<file path="config.mk">
export PLATFORM = sky130hd
export DESIGN_NAME = seat_pressure_relief_controller_flat
export DESIGN_NICKNAME = d
export VERILOG_FILES = /design/src/rtl/sprc_pkg.sv /design/src/rtl/sprc_sample_if.sv /design/src/rtl/sprc_status_if.sv /design/src/rtl/sprc_lane.sv /design/src/rtl/sprc_peak.sv /design/src/rtl/sprc_minutes.sv /design/src/rtl/sprc_ctrl.sv /design/src/rtl/seat_pressure_relief_controller.sv /design/src/flat_wrapper.sv
export VERILOG_INCLUDE_DIRS = /design/src /design/src/rtl
export SDC_FILE = /design/constraint.sdc
export NUM_CORES = 2
export LEC_CHECK = 0
export ABC_AREA = 0
export BUFFER_PORTS_ARGS = -buffer_cell sky130_fd_sc_hd__buf_2
export CAP_MARGIN = 40
export CORE_UTILIZATION = 60
export CTS_BUF_LIST = sky130_fd_sc_hd__clkbuf_8
export CTS_CLUSTER_DIAMETER = 150
export DETAILED_ROUTE_END_ITERATION = 8
export GPL_TIMING_DRIVEN = 0
export PLACE_DENSITY = 0.76
export SETUP_SLACK_MARGIN = 0.15
export SKIP_LAST_GASP = 1
export SLEW_MARGIN = 10
export SYNTH_ARGS = -nofsm -noshare
export SYNTH_HDL_FRONTEND = slang
export SYNTH_SLANG_ARGS = --single-unit
</file>
<file path="constraint.sdc">
create_clock -name clk -period 14.8 [get_ports clk]
set_clock_uncertainty 0.2 [all_clocks]
set_input_delay 1.48 -clock clk [delete_from_list [all_inputs] [get_ports clk]]
set_output_delay 1.48 -clock clk [all_outputs]
set_load 0.05 [all_outputs]
</file>
<file path="src/rtl/assert_macros.svh">
// Assertion macros shared by the seat pressure relief controller RTL.
`ifndef ASSERT_MACROS_SVH
`define ASSERT_MACROS_SVH

// Same-cycle implication, sampled on clk and disabled while rst is high.
`define SPRC_ASSERT(label, ante, cons, msg) \
  label: assert property (@(posedge clk) disable iff (rst) (ante) |-> (cons)) \
    else $error(msg);

// Next-cycle implication, sampled on clk and disabled while rst is high.
`define SPRC_ASSERT_NEXT(label, ante, cons, msg) \
  label: assert property (@(posedge clk) disable iff (rst) (ante) |=> (cons)) \
    else $error(msg);

`endif

</file>
<file path="src/rtl/sprc_pkg.sv">
// Types, codes and constants of the seat pressure relief controller.
package sprc_pkg;

  localparam int ADC_W     = 10;
  localparam int MS_W      = 32;
  localparam int MIN_W     = 17;
  localparam int MIN_MS_W  = 24;
  localparam int CFG_W     = 16;
  localparam int CFG_IDX_W = 3;
  localparam int NUM_LANES = 6;

  typedef logic [ADC_W-1:0]     adc_t;
  typedef logic [MS_W-1:0]      ms_t;
  typedef logic [MIN_W-1:0]     minutes_t;
  typedef logic [MIN_MS_W-1:0]  min_ms_t;
  typedef logic [CFG_W-1:0]     cfg_data_t;
  typedef logic [CFG_IDX_W-1:0] cfg_idx_t;
  typedef logic [7:0]           min_cnt_t;
  typedef logic [15:0]          ms16_t;
  typedef logic [1:0]           mode_t;

  // Operating modes.
  localparam mode_t MODE_IDLE    = 2'd0;
  localparam mode_t MODE_NORMAL  = 2'd1;
  localparam mode_t MODE_WARNING = 2'd2;
  localparam mode_t MODE_DANGER  = 2'd3;

  // Configuration register indexes.
  localparam cfg_idx_t CFG_SIT_THR   = 3'd0;
  localparam cfg_idx_t CFG_IDLE_THR  = 3'd1;
  localparam cfg_idx_t CFG_TARGET    = 3'd2;
  localparam cfg_idx_t CFG_WARN_MIN  = 3'd3;
  localparam cfg_idx_t CFG_DANGER_MIN = 3'd4;
  localparam cfg_idx_t CFG_VENT_MS   = 3'd5;
  localparam cfg_idx_t CFG_BUZZ_MS   = 3'd6;

  // Register reset values.
  localparam adc_t     RST_SIT_THR    = 10'd273;
  localparam adc_t     RST_IDLE_THR   = 10'd597;
  localparam adc_t     RST_TARGET     = 10'd109;
  localparam min_cnt_t RST_WARN_MIN   = 8'd1;
  localparam min_cnt_t RST_DANGER_MIN = 8'd4;
  localparam ms16_t    RST_VENT_MS    = 16'd5000;
  localparam ms16_t    RST_BUZZ_MS    = 16'd500;

  // Milliseconds per minute, and its split into 2^PRE_SHIFT * 1875.
  localparam ms16_t MS_PER_MIN = 16'd60000;
  localparam int    PRE_SHIFT  = 5;
  localparam int    RECIP_SHIFT = 38;
  localparam int    RECIP_W    = 28;
  // floor(2^38 / 1875); the quotient it gives is low by at most one.
  localparam logic [RECIP_W-1:0] RECIP = 28'd146601550;

  // Per-lane compare results.
  typedef struct packed {
    logic sit;
    logic busy;
  } lane_flags_t;

  // Actuator command of one sample period.
  typedef struct packed {
    mode_t mode;
    logic  pump;
    logic  valve;
    logic  buzz;
  } act_t;

  // Controller result for one accepted beat.
  typedef struct packed {
    act_t act;
    ms_t  diff;
  } ctrl_res_t;

endpackage

</file>
<file path="src/rtl/sprc_sample_if.sv">
// Input channel carrying one sample period of sensor readings.
interface sprc_sample_if;
  import sprc_pkg::*;

  logic valid;
  logic ready;
  adc_t force_a;
  adc_t force_b;
  adc_t force_c;
  adc_t force_d;
  adc_t force_e;
  adc_t force_f;
  adc_t pressure_reading;
  ms_t  now_ms;

  modport source (
    output valid, force_a, force_b, force_c, force_d, force_e, force_f,
           pressure_reading, now_ms,
    input  ready
  );

  modport sink (
    input  valid, force_a, force_b, force_c, force_d, force_e, force_f,
           pressure_reading, now_ms,
    output ready
  );
endinterface

</file>
<file path="src/rtl/sprc_status_if.sv">
// Output channel carrying the controller status of one sample period.
interface sprc_status_if;
  import sprc_pkg::*;

  logic     valid;
  logic     ready;
  mode_t    mode;
  logic     pump_on;
  logic     valve_open;
  logic     buzzer_on;
  minutes_t sit_minutes;
  adc_t     peak_force;

  modport source (
    output valid, mode, pump_on, valve_open, buzzer_on, sit_minutes, peak_force,
    input  ready
  );

  modport sink (
    input  valid, mode, pump_on, valve_open, buzzer_on, sit_minutes, peak_force,
    output ready
  );
endinterface

</file>
<file path="src/rtl/sprc_lane.sv">
// One force lane: compares a single sensor reading against both thresholds.
module sprc_lane (
  input  sprc_pkg::adc_t        force_val,
  input  sprc_pkg::adc_t        sit_thr,
  input  sprc_pkg::adc_t        idle_thr,
  output sprc_pkg::lane_flags_t flags
);
  import sprc_pkg::*;

  // The peak reaches a threshold exactly when some lane does.
  assign flags.sit  = (force_val >= sit_thr);
  assign flags.busy = (force_val >= idle_thr);
endmodule

</file>
<file path="src/rtl/sprc_peak.sv">
// Registered two-level maximum tree over the force lanes.
module sprc_peak (
  input  logic           clk,
  input  logic           adv,
  input  sprc_pkg::adc_t force_vec [sprc_pkg::NUM_LANES],
  output sprc_pkg::adc_t peak
);
  import sprc_pkg::*;

  localparam int PAIRS = NUM_LANES / 2;

  adc_t pair_max [PAIRS];
  adc_t pair_best;

  // First level: maximum of each lane pair.
  always_ff @(posedge clk) begin
    if (adv) begin
      for (int i = 0; i < PAIRS; i++) begin
        pair_max[i] <= (force_vec[2*i+1] > force_vec[2*i]) ?
                       force_vec[2*i+1] : force_vec[2*i];
      end
    end
  end

  // Second level: maximum over the pair results.
  always_comb begin
    pair_best = pair_max[0];
    for (int i = 1; i < PAIRS; i++) begin
      if (pair_max[i] > pair_best) begin
        pair_best = pair_max[i];
      end
    end
  end

  always_ff @(posedge clk) begin
    if (adv) begin
      peak <= pair_best;
    end
  end
endmodule

</file>
<file path="src/rtl/sprc_minutes.sv">
// Three-stage divide of the sitting time by one minute of milliseconds.
module sprc_minutes (
  input  logic               clk,
  input  logic               adv,
  input  sprc_pkg::ms_t      diff,
  output sprc_pkg::minutes_t minutes
);
  import sprc_pkg::*;

  localparam int PROD_W = (MS_W - PRE_SHIFT) + RECIP_W;

  logic [PROD_W-1:0] recip_prod;
  minutes_t          q_est;
  ms_t               diff2;
  minutes_t          q3;
  ms_t               diff3;
  ms_t               back_prod;
  ms_t               rem;

  // Estimate: (diff / 32) times the reciprocal of 1875.
  assign recip_prod = PROD_W'(diff[MS_W-1:PRE_SHIFT]) * PROD_W'(RECIP);

  always_ff @(posedge clk) begin
    if (adv) begin
      q_est <= recip_prod[RECIP_SHIFT +: MIN_W];
      diff2 <= diff;
    end
  end

  // Multiply the estimate back; it never exceeds the true quotient.
  always_ff @(posedge clk) begin
    if (adv) begin
      back_prod <= MS_W'(ms_t'(q_est) * ms_t'(MS_PER_MIN));
      q3        <= q_est;
      diff3     <= diff2;
    end
  end

  // The estimate is low by at most one, so one compare corrects it.
  assign rem = diff3 - back_prod;

  always_ff @(posedge clk) begin
    if (adv) begin
      minutes <= q3 + MIN_W'(rem >= ms_t'(MS_PER_MIN));
    end
  end
endmodule

</file>
<file path="src/rtl/sprc_ctrl.sv">
// Configuration registers, sitting timer, mode classifier and actuator logic.
`include "assert_macros.svh"

module sprc_ctrl (
  input  logic                  clk,
  input  logic                  rst,
  input  logic                  fire,
  input  logic                  cfg_we,
  input  sprc_pkg::cfg_idx_t    cfg_index,
  input  sprc_pkg::cfg_data_t   cfg_data,
  input  sprc_pkg::lane_flags_t lane_flags [sprc_pkg::NUM_LANES],
  input  sprc_pkg::adc_t        pressure,
  input  sprc_pkg::ms_t         now,
  output sprc_pkg::adc_t        sit_thr,
  output sprc_pkg::adc_t        idle_thr,
  output sprc_pkg::ctrl_res_t   res
);
  import sprc_pkg::*;

  adc_t    target_pressure;
  min_ms_t warning_ms;
  min_ms_t danger_ms;
  ms16_t   vent_time_ms;
  ms16_t   buzz_interval_ms;

  logic  is_sitting;
  ms_t   sit_start;
  mode_t cur_mode;
  logic  buzz_phase;
  ms_t   buzz_stamp;
  logic  danger_phase;
  ms_t   danger_stamp;
  logic  buzz_latch;

  logic  is_sitting_next;
  ms_t   sit_start_next;
  mode_t mode_next;
  logic  buzz_phase_next;
  ms_t   buzz_stamp_next;
  logic  danger_phase_next;
  ms_t   danger_stamp_next;
  logic  buzz_latch_next;

  logic  sitting_now;
  logic  not_idle;
  ms_t   diff;
  logic  entering;
  logic  phase_eff;
  ms_t   vent_elapsed;
  logic  buzz_due;
  logic  low_pressure;
  logic  pump;
  logic  valve;

  // Configuration writes; minute thresholds are stored in milliseconds.
  always_ff @(posedge clk) begin
    if (rst) begin
      sit_thr          <= RST_SIT_THR;
      idle_thr         <= RST_IDLE_THR;
      target_pressure  <= RST_TARGET;
      warning_ms       <= min_ms_t'(RST_WARN_MIN) * min_ms_t'(MS_PER_MIN);
      danger_ms        <= min_ms_t'(RST_DANGER_MIN) * min_ms_t'(MS_PER_MIN);
      vent_time_ms     <= RST_VENT_MS;
      buzz_interval_ms <= RST_BUZZ_MS;
    end else if (cfg_we) begin
      unique case (cfg_index)
        CFG_SIT_THR:    sit_thr         <= cfg_data[ADC_W-1:0];
        CFG_IDLE_THR:   idle_thr        <= cfg_data[ADC_W-1:0];
        CFG_TARGET:     target_pressure <= cfg_data[ADC_W-1:0];
        CFG_WARN_MIN: begin
          warning_ms <= min_ms_t'(cfg_data[7:0]) * min_ms_t'(MS_PER_MIN);
        end
        CFG_DANGER_MIN: begin
          danger_ms <= min_ms_t'(cfg_data[7:0]) * min_ms_t'(MS_PER_MIN);
        end
        CFG_VENT_MS:    vent_time_ms     <= cfg_data;
        CFG_BUZZ_MS:    buzz_interval_ms <= cfg_data;
        default: begin
        end
      endcase
    end
  end

  // Merge the lane flags: any lane at a threshold means the peak is too.
  always_comb begin
    sitting_now = 1'b0;
    not_idle    = 1'b0;
    for (int i = 0; i < NUM_LANES; i++) begin
      sitting_now = sitting_now | lane_flags[i].sit;
      not_idle    = not_idle | lane_flags[i].busy;
    end
  end

  // Sitting time; zero on the first sitting beat and whenever not sitting.
  assign diff = (sitting_now && is_sitting) ? (now - sit_start) : '0;

  // Mode classification, danger tested before warning.
  always_comb begin
    if (!not_idle) begin
      mode_next = MODE_IDLE;
    end else if (sitting_now && (diff >= ms_t'(danger_ms))) begin
      mode_next = MODE_DANGER;
    end else if (sitting_now && (diff >= ms_t'(warning_ms))) begin
      mode_next = MODE_WARNING;
    end else begin
      mode_next = MODE_NORMAL;
    end
  end

  assign entering     = (mode_next == MODE_DANGER) && (cur_mode != MODE_DANGER);
  assign phase_eff    = entering ? 1'b0 : danger_phase;
  assign vent_elapsed = entering ? '0 : (now - danger_stamp);
  assign buzz_due     = (now - buzz_stamp) >= ms_t'(buzz_interval_ms);
  assign low_pressure = (pressure < target_pressure);

  // Buzzer, pump, valve and danger phase for this beat.
  always_comb begin
    is_sitting_next   = sitting_now;
    sit_start_next    = (sitting_now && !is_sitting) ? now : sit_start;
    buzz_phase_next   = buzz_phase;
    buzz_stamp_next   = buzz_stamp;
    buzz_latch_next   = buzz_latch;
    danger_phase_next = phase_eff;
    danger_stamp_next = entering ? now : danger_stamp;
    pump              = 1'b0;
    valve             = 1'b0;
    case (mode_next)
      MODE_WARNING: begin
        pump = low_pressure;
        if (buzz_due) begin
          buzz_stamp_next = now;
          buzz_phase_next = !buzz_phase;
          buzz_latch_next = !buzz_phase;
        end
      end
      MODE_DANGER: begin
        buzz_latch_next = 1'b1;
        if (!phase_eff) begin
          valve = 1'b1;
          if (vent_elapsed >= ms_t'(vent_time_ms)) begin
            danger_phase_next = 1'b1;
            danger_stamp_next = now;
          end
        end else if (low_pressure) begin
          pump = 1'b1;
        end else begin
          danger_phase_next = 1'b0;
          danger_stamp_next = now;
        end
      end
      default: begin
        buzz_latch_next = 1'b0;
      end
    endcase
  end

  // Controller state advances on each accepted beat.
  always_ff @(posedge clk) begin
    if (rst) begin
      is_sitting   <= 1'b0;
      sit_start    <= '0;
      cur_mode     <= MODE_IDLE;
      buzz_phase   <= 1'b0;
      buzz_stamp   <= '0;
      danger_phase <= 1'b0;
      danger_stamp <= '0;
      buzz_latch   <= 1'b0;
    end else if (fire) begin
      is_sitting   <= is_sitting_next;
      sit_start    <= sit_start_next;
      cur_mode     <= mode_next;
      buzz_phase   <= buzz_phase_next;
      buzz_stamp   <= buzz_stamp_next;
      danger_phase <= danger_phase_next;
      danger_stamp <= danger_stamp_next;
      buzz_latch   <= buzz_latch_next;
    end
  end

  assign res.act.mode  = mode_next;
  assign res.act.pump  = pump;
  assign res.act.valve = valve;
  assign res.act.buzz  = buzz_latch_next;
  assign res.diff      = diff;

  `SPRC_ASSERT(a_pump_valve_excl, fire, !(pump && valve), "pump and valve both on")
  `SPRC_ASSERT(a_valve_danger, fire && valve, mode_next == MODE_DANGER, "valve outside danger")
  `SPRC_ASSERT(a_enter_vents, fire && entering, valve && !pump, "danger entry not venting")
  `SPRC_ASSERT_NEXT(a_danger_thr, !rst && cfg_we && (cfg_index == CFG_DANGER_MIN), danger_ms == min_ms_t'($past(cfg_data[7:0])) * min_ms_t'(MS_PER_MIN), "danger threshold not updated")
endmodule

</file>
<file path="src/rtl/seat_pressure_relief_controller.sv">
// Four register stages; a status beat is valid once its sample beat has reached
// the fourth stage, the output register.
// Throughput: one sample beat per cycle; the whole pipeline advances together
// and stalls only while the output register holds a beat that is not taken.
// The division of sitting time by one minute takes three pipeline stages.
// Reset (synchronous) restores register defaults, clears control state, keeps ready low.
module seat_pressure_relief_controller (
  input  logic                clk,
  input  logic                rst,
  sprc_sample_if.sink         sensor,
  sprc_status_if.source       status,
  input  logic                cfg_we,
  input  sprc_pkg::cfg_idx_t  cfg_index,
  input  sprc_pkg::cfg_data_t cfg_data
);
  import sprc_pkg::*;

  logic        adv;
  logic        fire;
  logic [3:0]  stage_valid;
  adc_t        force_vec [NUM_LANES];
  lane_flags_t lane_flags [NUM_LANES];
  adc_t        sit_thr;
  adc_t        idle_thr;
  ctrl_res_t   res;
  act_t        act_s1;
  act_t        act_s2;
  act_t        act_s3;
  act_t        act_s4;
  ms_t         diff_s1;
  adc_t        peak_s2;
  adc_t        peak_s3;
  adc_t        peak_s4;
  minutes_t    minutes_s4;

  // Pipeline advances whenever the output register is free or being taken.
  assign adv          = !stage_valid[3] || status.ready;
  assign sensor.ready = adv && !rst;
  assign fire         = sensor.valid && sensor.ready;

  assign force_vec[0] = sensor.force_a;
  assign force_vec[1] = sensor.force_b;
  assign force_vec[2] = sensor.force_c;
  assign force_vec[3] = sensor.force_d;
  assign force_vec[4] = sensor.force_e;
  assign force_vec[5] = sensor.force_f;

  // Force lanes.
  for (genvar g = 0; g < NUM_LANES; g++) begin : g_lane
    sprc_lane u_lane (
      .force_val (force_vec[g]),
      .sit_thr   (sit_thr),
      .idle_thr  (idle_thr),
      .flags     (lane_flags[g])
    );
  end

  sprc_ctrl u_ctrl (
    .clk        (clk),
    .rst        (rst),
    .fire       (fire),
    .cfg_we     (cfg_we),
    .cfg_index  (cfg_index),
    .cfg_data   (cfg_data),
    .lane_flags (lane_flags),
    .pressure   (sensor.pressure_reading),
    .now        (sensor.now_ms),
    .sit_thr    (sit_thr),
    .idle_thr   (idle_thr),
    .res        (res)
  );

  sprc_peak u_peak (
    .clk       (clk),
    .adv       (adv),
    .force_vec (force_vec),
    .peak      (peak_s2)
  );

  sprc_minutes u_minutes (
    .clk     (clk),
    .adv     (adv),
    .diff    (diff_s1),
    .minutes (minutes_s4)
  );

  // Stage valid bits.
  always_ff @(posedge clk) begin
    if (rst) begin
      stage_valid <= '0;
    end else if (adv) begin
      stage_valid <= {stage_valid[2:0], fire};
    end
  end

  // Actuator and peak delay line aligned with the divide pipeline.
  always_ff @(posedge clk) begin
    if (adv) begin
      act_s1  <= res.act;
      diff_s1 <= res.diff;
      act_s2  <= act_s1;
      act_s3  <= act_s2;
      act_s4  <= act_s3;
      peak_s3 <= peak_s2;
      peak_s4 <= peak_s3;
    end
  end

  assign status.valid       = stage_valid[3];
  assign status.mode        = act_s4.mode;
  assign status.pump_on     = act_s4.pump;
  assign status.valve_open  = act_s4.valve;
  assign status.buzzer_on   = act_s4.buzz;
  assign status.sit_minutes = minutes_s4;
  assign status.peak_force  = peak_s4;
endmodule

</file>
<file path="src/flat_wrapper.sv">
// flat-port wrapper written by rule: the top's interface ports become plain ports
module seat_pressure_relief_controller_flat import sprc_pkg::*;
  (clk, rst, cfg_we, cfg_index, cfg_data, sensor_valid, sensor_force_a, sensor_force_b, sensor_force_c, sensor_force_d, sensor_force_e, sensor_force_f, sensor_pressure_reading, sensor_now_ms, sensor_ready, status_valid, status_mode, status_pump_on, status_valve_open, status_buzzer_on, status_sit_minutes, status_peak_force, status_ready);
  sprc_sample_if sensor_i ();
  sprc_status_if status_i ();
  input  logic clk;
  input  logic rst;
  input  logic cfg_we;
  input  sprc_pkg::cfg_idx_t cfg_index;
  input  sprc_pkg::cfg_data_t cfg_data;
  input wire logic [$bits(sensor_i.valid)-1:0] sensor_valid;
  input wire logic [$bits(sensor_i.force_a)-1:0] sensor_force_a;
  input wire logic [$bits(sensor_i.force_b)-1:0] sensor_force_b;
  input wire logic [$bits(sensor_i.force_c)-1:0] sensor_force_c;
  input wire logic [$bits(sensor_i.force_d)-1:0] sensor_force_d;
  input wire logic [$bits(sensor_i.force_e)-1:0] sensor_force_e;
  input wire logic [$bits(sensor_i.force_f)-1:0] sensor_force_f;
  input wire logic [$bits(sensor_i.pressure_reading)-1:0] sensor_pressure_reading;
  input wire logic [$bits(sensor_i.now_ms)-1:0] sensor_now_ms;
  output wire logic [$bits(sensor_i.ready)-1:0] sensor_ready;
  output wire logic [$bits(status_i.valid)-1:0] status_valid;
  output wire logic [$bits(status_i.mode)-1:0] status_mode;
  output wire logic [$bits(status_i.pump_on)-1:0] status_pump_on;
  output wire logic [$bits(status_i.valve_open)-1:0] status_valve_open;
  output wire logic [$bits(status_i.buzzer_on)-1:0] status_buzzer_on;
  output wire logic [$bits(status_i.sit_minutes)-1:0] status_sit_minutes;
  output wire logic [$bits(status_i.peak_force)-1:0] status_peak_force;
  input wire logic [$bits(status_i.ready)-1:0] status_ready;
  assign sensor_i.valid = sensor_valid;
  assign sensor_i.force_a = sensor_force_a;
  assign sensor_i.force_b = sensor_force_b;
  assign sensor_i.force_c = sensor_force_c;
  assign sensor_i.force_d = sensor_force_d;
  assign sensor_i.force_e = sensor_force_e;
  assign sensor_i.force_f = sensor_force_f;
  assign sensor_i.pressure_reading = sensor_pressure_reading;
  assign sensor_i.now_ms = sensor_now_ms;
  assign sensor_ready = sensor_i.ready;
  assign status_valid = status_i.valid;
  assign status_mode = status_i.mode;
  assign status_pump_on = status_i.pump_on;
  assign status_valve_open = status_i.valve_open;
  assign status_buzzer_on = status_i.buzzer_on;
  assign status_sit_minutes = status_i.sit_minutes;
  assign status_peak_force = status_i.peak_force;
  assign status_i.ready = status_ready;
  seat_pressure_relief_controller u_core (.clk(clk), .rst(rst), .sensor(sensor_i), .status(status_i), .cfg_we(cfg_we), .cfg_index(cfg_index), .cfg_data(cfg_data));
endmodule
</file>
# Word level (Yosys, flattened, before mapping)
# Memories as Yosys holds them, arrays and structs flattened.
# Cells that the tools add are included.
[word_totals]
mem_bits_rw = 30
wordCells = 142
inputBits = 126
ff_bits = 430
memories = 1
[mem_list]
columns = ["memory", "depth", "width", "read_ports", "rd_ports_with_merged_regs", "wr", "line_no", "rtl"]
rows = [
  ["u_core.u_peak.pair_max", 3, 10, 3, 0, 3, "sprc_peak.sv:12", "adc_t pair_max [PAIRS];"],
]
[classes]
mul = 3
mux = 27
add_sub_neg = 5
n_lt_le_gt_ge = 23
eq_ne = 9
n_reduce_logical = 22
bitwise_logic = 10
[ops]
columns = ["cell", "n"]
rows = [
  ["$mux W32", 7],
  ["$sub A32 B32 Y32", 4],
  ["$ge A10 B10 Y1", 12],
  ["$ge A32 B16 Y1", 2],
  ["$ge A32 B24 Y1", 2],
  ["$mul A27 B27 Y54 const B", 1],
  ["$gt A10 B10 Y1", 5],
  ["$mux W10", 5],
  ["$ge A32 B16 Y1 const B", 1],
  ["$mul A17 B11 Y27 const B", 1],
  ["$mul A8 B11 Y19 const B", 1],
  ["$add A17 B1 Y17", 1],
  ["$reduce_and A2 Y1", 8],
  ["$lt A10 B10 Y1", 1],
  ["$mux W1", 10],
  ["$or A1 B1 Y1", 10],
  ["$eq A3 B3 Y1 const B", 3],
  ["$logic_and A1 B1 Y1", 7],
  ["$eq A3 B2 Y1 const B", 2],
  ["$mux W2", 3],
  ["$eq A2 B2 Y1 const B", 2],
  ["$logic_not A1 Y1", 4],
  ["$pmux W1 S2", 2],
  ["$eq A3 B1 Y1 const B", 1],
  ["other kinds (4)", 4],
]

# Longest topological paths before layout
[logic_depth]
ltp_word = 20
depth_mapped = 41
mapped_depth_nobuf = 37

# Hierarchy
# From an unflattened synthesis, not the netlist that was laid out.
[hier_totals]
hier_cells = 5049
area_unflattened_um2 = 47161.5
[modules_own_cells]
columns = ["mod", "area_each_um2", "n_inst", "cells_per_inst"]
rows = [
  ["sprc_minutes", 20805.0, 1, 1898],
  ["sprc_ctrl", 16992.5, 1, 2216],
  ["sprc_peak", 4037.6, 1, 456],
  ["sprc_lane", 499.2, 6, 65],
  ["seat_pressure_relief_controller", 2331.0, 1, 89],
]

# Worst setup path before layout
# Ideal clock, no wire load.
[synth_timing]
kind = "input port to flip-flop"
start = "input port sensor_force_e[9]"
end = "register u_core.u_ctrl.danger_stamp[1]"
setup_time_ps = 132
arrival_ps = 8909
path_stages = 40
path_slack_ps = 5559
path_cell_list = "ha_1 -> or4_1 -> a2111oi_2 -> nand4_1 -> a2111oi_2 -> o211ai_1 -> nor4_2 -> and2_1 -> nand2b_1 -> clkbuf_1 -> clkbuf_1 -> nor2_1 -> ha_1 -> a21o_1 -> a21o_1 -> a21o_1 -> a21oi_1 -> nor2b_1 -> [4 not listed] -> o21ai_0 -> a21oi_1 -> buf_2 -> nor2_1 -> ha_1 -> a21oi_1 -> o22ai_1 -> nor3_1 -> nand2_1 -> o21ai_0 -> o21ai_0 -> a2111o_1 -> or4_1 -> nor4_2 -> a31oi_1 -> buf_6 -> o211ai_1 -> a21oi_1"
[synth_lines]
columns = ["element", "line_no", "rtl"]
rows = [
  ["start: declaration", "flat_wrapper.sv:16", "input wire logic [$bits(sensor_i.force_e)-1:0] sensor_force_e;"],
  ["end signal: assignment", "sprc_ctrl.sv:175", "danger_stamp <= danger_stamp_next;"],
  ["end: declaration", "sprc_ctrl.sv:32", "ms_t danger_stamp;"],
]

==> out/results.tsv <==
metric	value	unit
slew_headroom	32.8	%
synth_cell_types	99	
grt_max_degree	132	
ys_seq_elements	444	
ant_nets	0	
clockBufferDepth	3	
fin_area	48000	µm²
overflow	0	
ir_worst_vdd	0.417	mV
postCtsResizedCells	0	
p_per_area	199	nW/µm²
wl_per_cell	18.4	µm
fillers	6003	
p_comb_share	67.9	%
clockRootBuffer	clkbuf_8	
max_stage_delay	530	ps
hold_slack	196	ps
grt_first_pass_wirelength	174	mm
syn_area_per_cell	9.68	µm²
switching_share	46.3	%
final_util	65.6	%
worstSetupEndpointType	flip-flop	
fin_tns_setup	0	ps
multi_input_area	29700	µm²
path_class	in2reg	
place_area	46500	µm²
fp.dieH	274	µm
synth.cell_area	44500	µm²
violations	DRC	
clkTransAtPathRegs	80	ps
p_seq_share	20.5	%
final_common_cell	inv_1	
synth_nets	5869	
vias_per_cell	5.78	
cts_max_level	3	
postSynth.asyncResetShare	0	%
finalWirelength	108	mm
setup_viol	0	
max_freq	94.7	MHz
crit_slowest_cell	or4_1	
postCtsSetupRepairBufs	0	
cts_sinks	444	
die_area	75300	µm²
cts_buffers	78	
hold_viol	0	
dp_hpwl	86.6	mm
io_pins	160	
worst_slack	4240	ps
p_int	5.15	mW
hold_class	reg2reg	
dr.pass1.iters	9	
final_nets	6111	
fp.dieW	274	µm
coreArea	73200	µm²
rsz0062_at_grt	no	
cts_tree	done	
floorplan.initialDensity	60.8	%
rows	99	
drc	1	
place_ws	3600	ps
vias	33900	
seq_area_frac_synth	25.3	%
insertion_delay	690	ps
crit_arrival	10880	ps
clkPwrFrac	11.5	%
fin_cells	5862	
drive_gt1_share	8.00	%
cp.required	15120	ps
finalPower	9.58	mW
worst_pin_slew	1000	ps
synth_cells	4599	
period_minus_slack	10560	ps
grt_pass1_vias	34000	
register_area	11300	µm²
yosysWarnings	0	
period_share	71.3	%
synthFlopType	edfxtp_1	
critPathMaxFanout	10	
synth_edf_count	238	
antenna_found_initial	2	
power_leakage	23.3	nW
ctsHoldBuffers	0	
outcome	complete, but fails checks	
area_growth_syn_to_layout	7.98	%
p_switching	4.43	mW
cap_viol_max_count	0	
crit_path_start_kind	input pin	
dp.cells	5720	
dr.first_iter.drc_count	2095	
layout_common_cells	inv_1, ha_1, fa_1	
gp_congestion	0.948	
final_max_slew_viol_count	0	
io_buffer_count	156	
grt_usage	29.2	%
==> cells by family (layout without fill, tap and decap cells) <==
| kind of cell | Yosys count | in the layout | synth area share (%) |
|---|---|---|---|
| buffers and inverters | 899 | 1201 | 7.86 |
| DFF | 444 | 444 | 25.3 |
| muxes | 57 | 57 | 1.37 |
| AOI/OAI and AO/OA | 950 | 950 | 13.8 |
| xor gates and xnor gates | 126 | 126 | 2.48 |
| other | 0 | 2 | 0 |
| adders and majority gates | 1144 | 1144 | 38.5 |
| and+or+nand+nor | 979 | 979 | 10.7 |
==> power groups by stage <==
stage / logic, mW / registers [mW] / clock network, mW
6_report: 6.51 / 1.97 / 1.11
4_1_cts: 6.57 / 1.97 / 1.13
3_5_place_dp: 6.50 / 1.99 / 0
5_1_grt: 7.50 / 1.99 / 1.19
2_1_floorplan: 4.97 / 2.04 / 0
3_3_place_gp: 6.28 / 1.99 / 0
==> cell usage after synthesis, types with 18 or more instances <==
| cell type | n | area share, % |
|---|---|---|
| inv_1 | 800 | 6.7 |
| ha_1 | 770 | 22 |
| fa_1 | 374 | 17 |
| a21oi_1 | 339 | 3.8 |
| nand2_1 | 318 | 2.7 |
| edfxtp_1 | 238 | 16 |
| nor2_1 | 221 | 1.9 |
| dfxtp_1 | 206 | 9.3 |
| o21ai_0 | 160 | 1.8 |
| nand3_1 | 95 | 1.1 |
| a21o_1 | 92 | 1.6 |
| xnor2_1 | 83 | 1.6 |
| clkbuf_1 | 66 | 0.56 |
| nor3_1 | 57 | 0.64 |
| nand2b_1 | 56 | 0.79 |
| o21a_1 | 54 | 0.91 |
| nand4_1 | 43 | 0.60 |
| xor2_1 | 43 | 0.85 |
| nor2b_1 | 42 | 0.59 |
| o211ai_1 | 41 | 0.69 |
| a211o_1 | 32 | 0.63 |
| mux2_2 | 31 | 0.78 |
| mux2i_1 | 26 | 0.58 |
| and3_1 | 24 | 0.34 |
| o31ai_1 | 20 | 0.34 |
| nand3b_1 | 19 | 0.32 |
| a211oi_1 | 18 | 0.30 |
| a31oi_1 | 18 | 0.25 |
==> final cells by class <==
type                            instances  share of cell area [%]
Multi-Input combinational cell       3256                    61.9
Sequential cell                       444                    23.5
Inverter                              800                    6.27
Clock buffer                           89                    2.55
Tap cell                              959                    2.50
Timing Repair Buffer                  162                    1.73
Buffer                                 99                    1.03
Clock inverter                         51                   0.570
Antenna cell                            2                  0.0104
==> path summary, 6_finish.rpt <==
| check | from | end | slack [ps] | cells past startpoint |
|---|---|---|---|---|
| worst max register to register | u_core.u_ctrl.sit_thr[0] | u_core.u_ctrl.danger_stamp[1] | 4740 | 41 |
| worst max-delay path | sensor_force_e[9] | u_core.u_ctrl.danger_stamp[1] | 4240 | 42 |
| worst min register to register | u_core.u_peak.peak[6] | u_core.peak_s3[6] | 200 | 0 |
| worst min-delay path | u_core.u_peak.peak[6] | u_core.peak_s3[6] | 200 | 0 |
==> critical path, delay by kind of cell <==
kind / cells / cell delay [ps]
compound gates: 20 / 3970
simple gates: 13 / 3180
buf+inv: 6 / 1410
fa+ha+maj: 3 / 800
==> flip-flops by register name, summed over array words and instances (netlist names), 26 cells and up <==
register and cells:
u_core.diff_s1 27, u_core.u_ctrl.buzz_stamp 32, u_core.u_ctrl.danger_stamp 32, u_core.u_ctrl.sit_start 32
u_core.u_minutes.back_prod 26, u_core.u_minutes.diff2 27, u_core.u_minutes.diff3 27, u_core.u_peak.pair_max 30
==> layer usage <==
| layer | up-vias | global-route usage, % | share of wire [%] |
|---|---|---|---|
| met1 | 16300 | 37.5 | 42 |
| met4 | 0 | 12.1 | 3.9 |
| li1 | 16300 | - | - |
| met3 | 262 | 4.52 | 6.2 |
| met5 | - | 0 | 0 |
| met2 | 978 | 49.2 | 48 |
(Power assumes the default switching activity.)
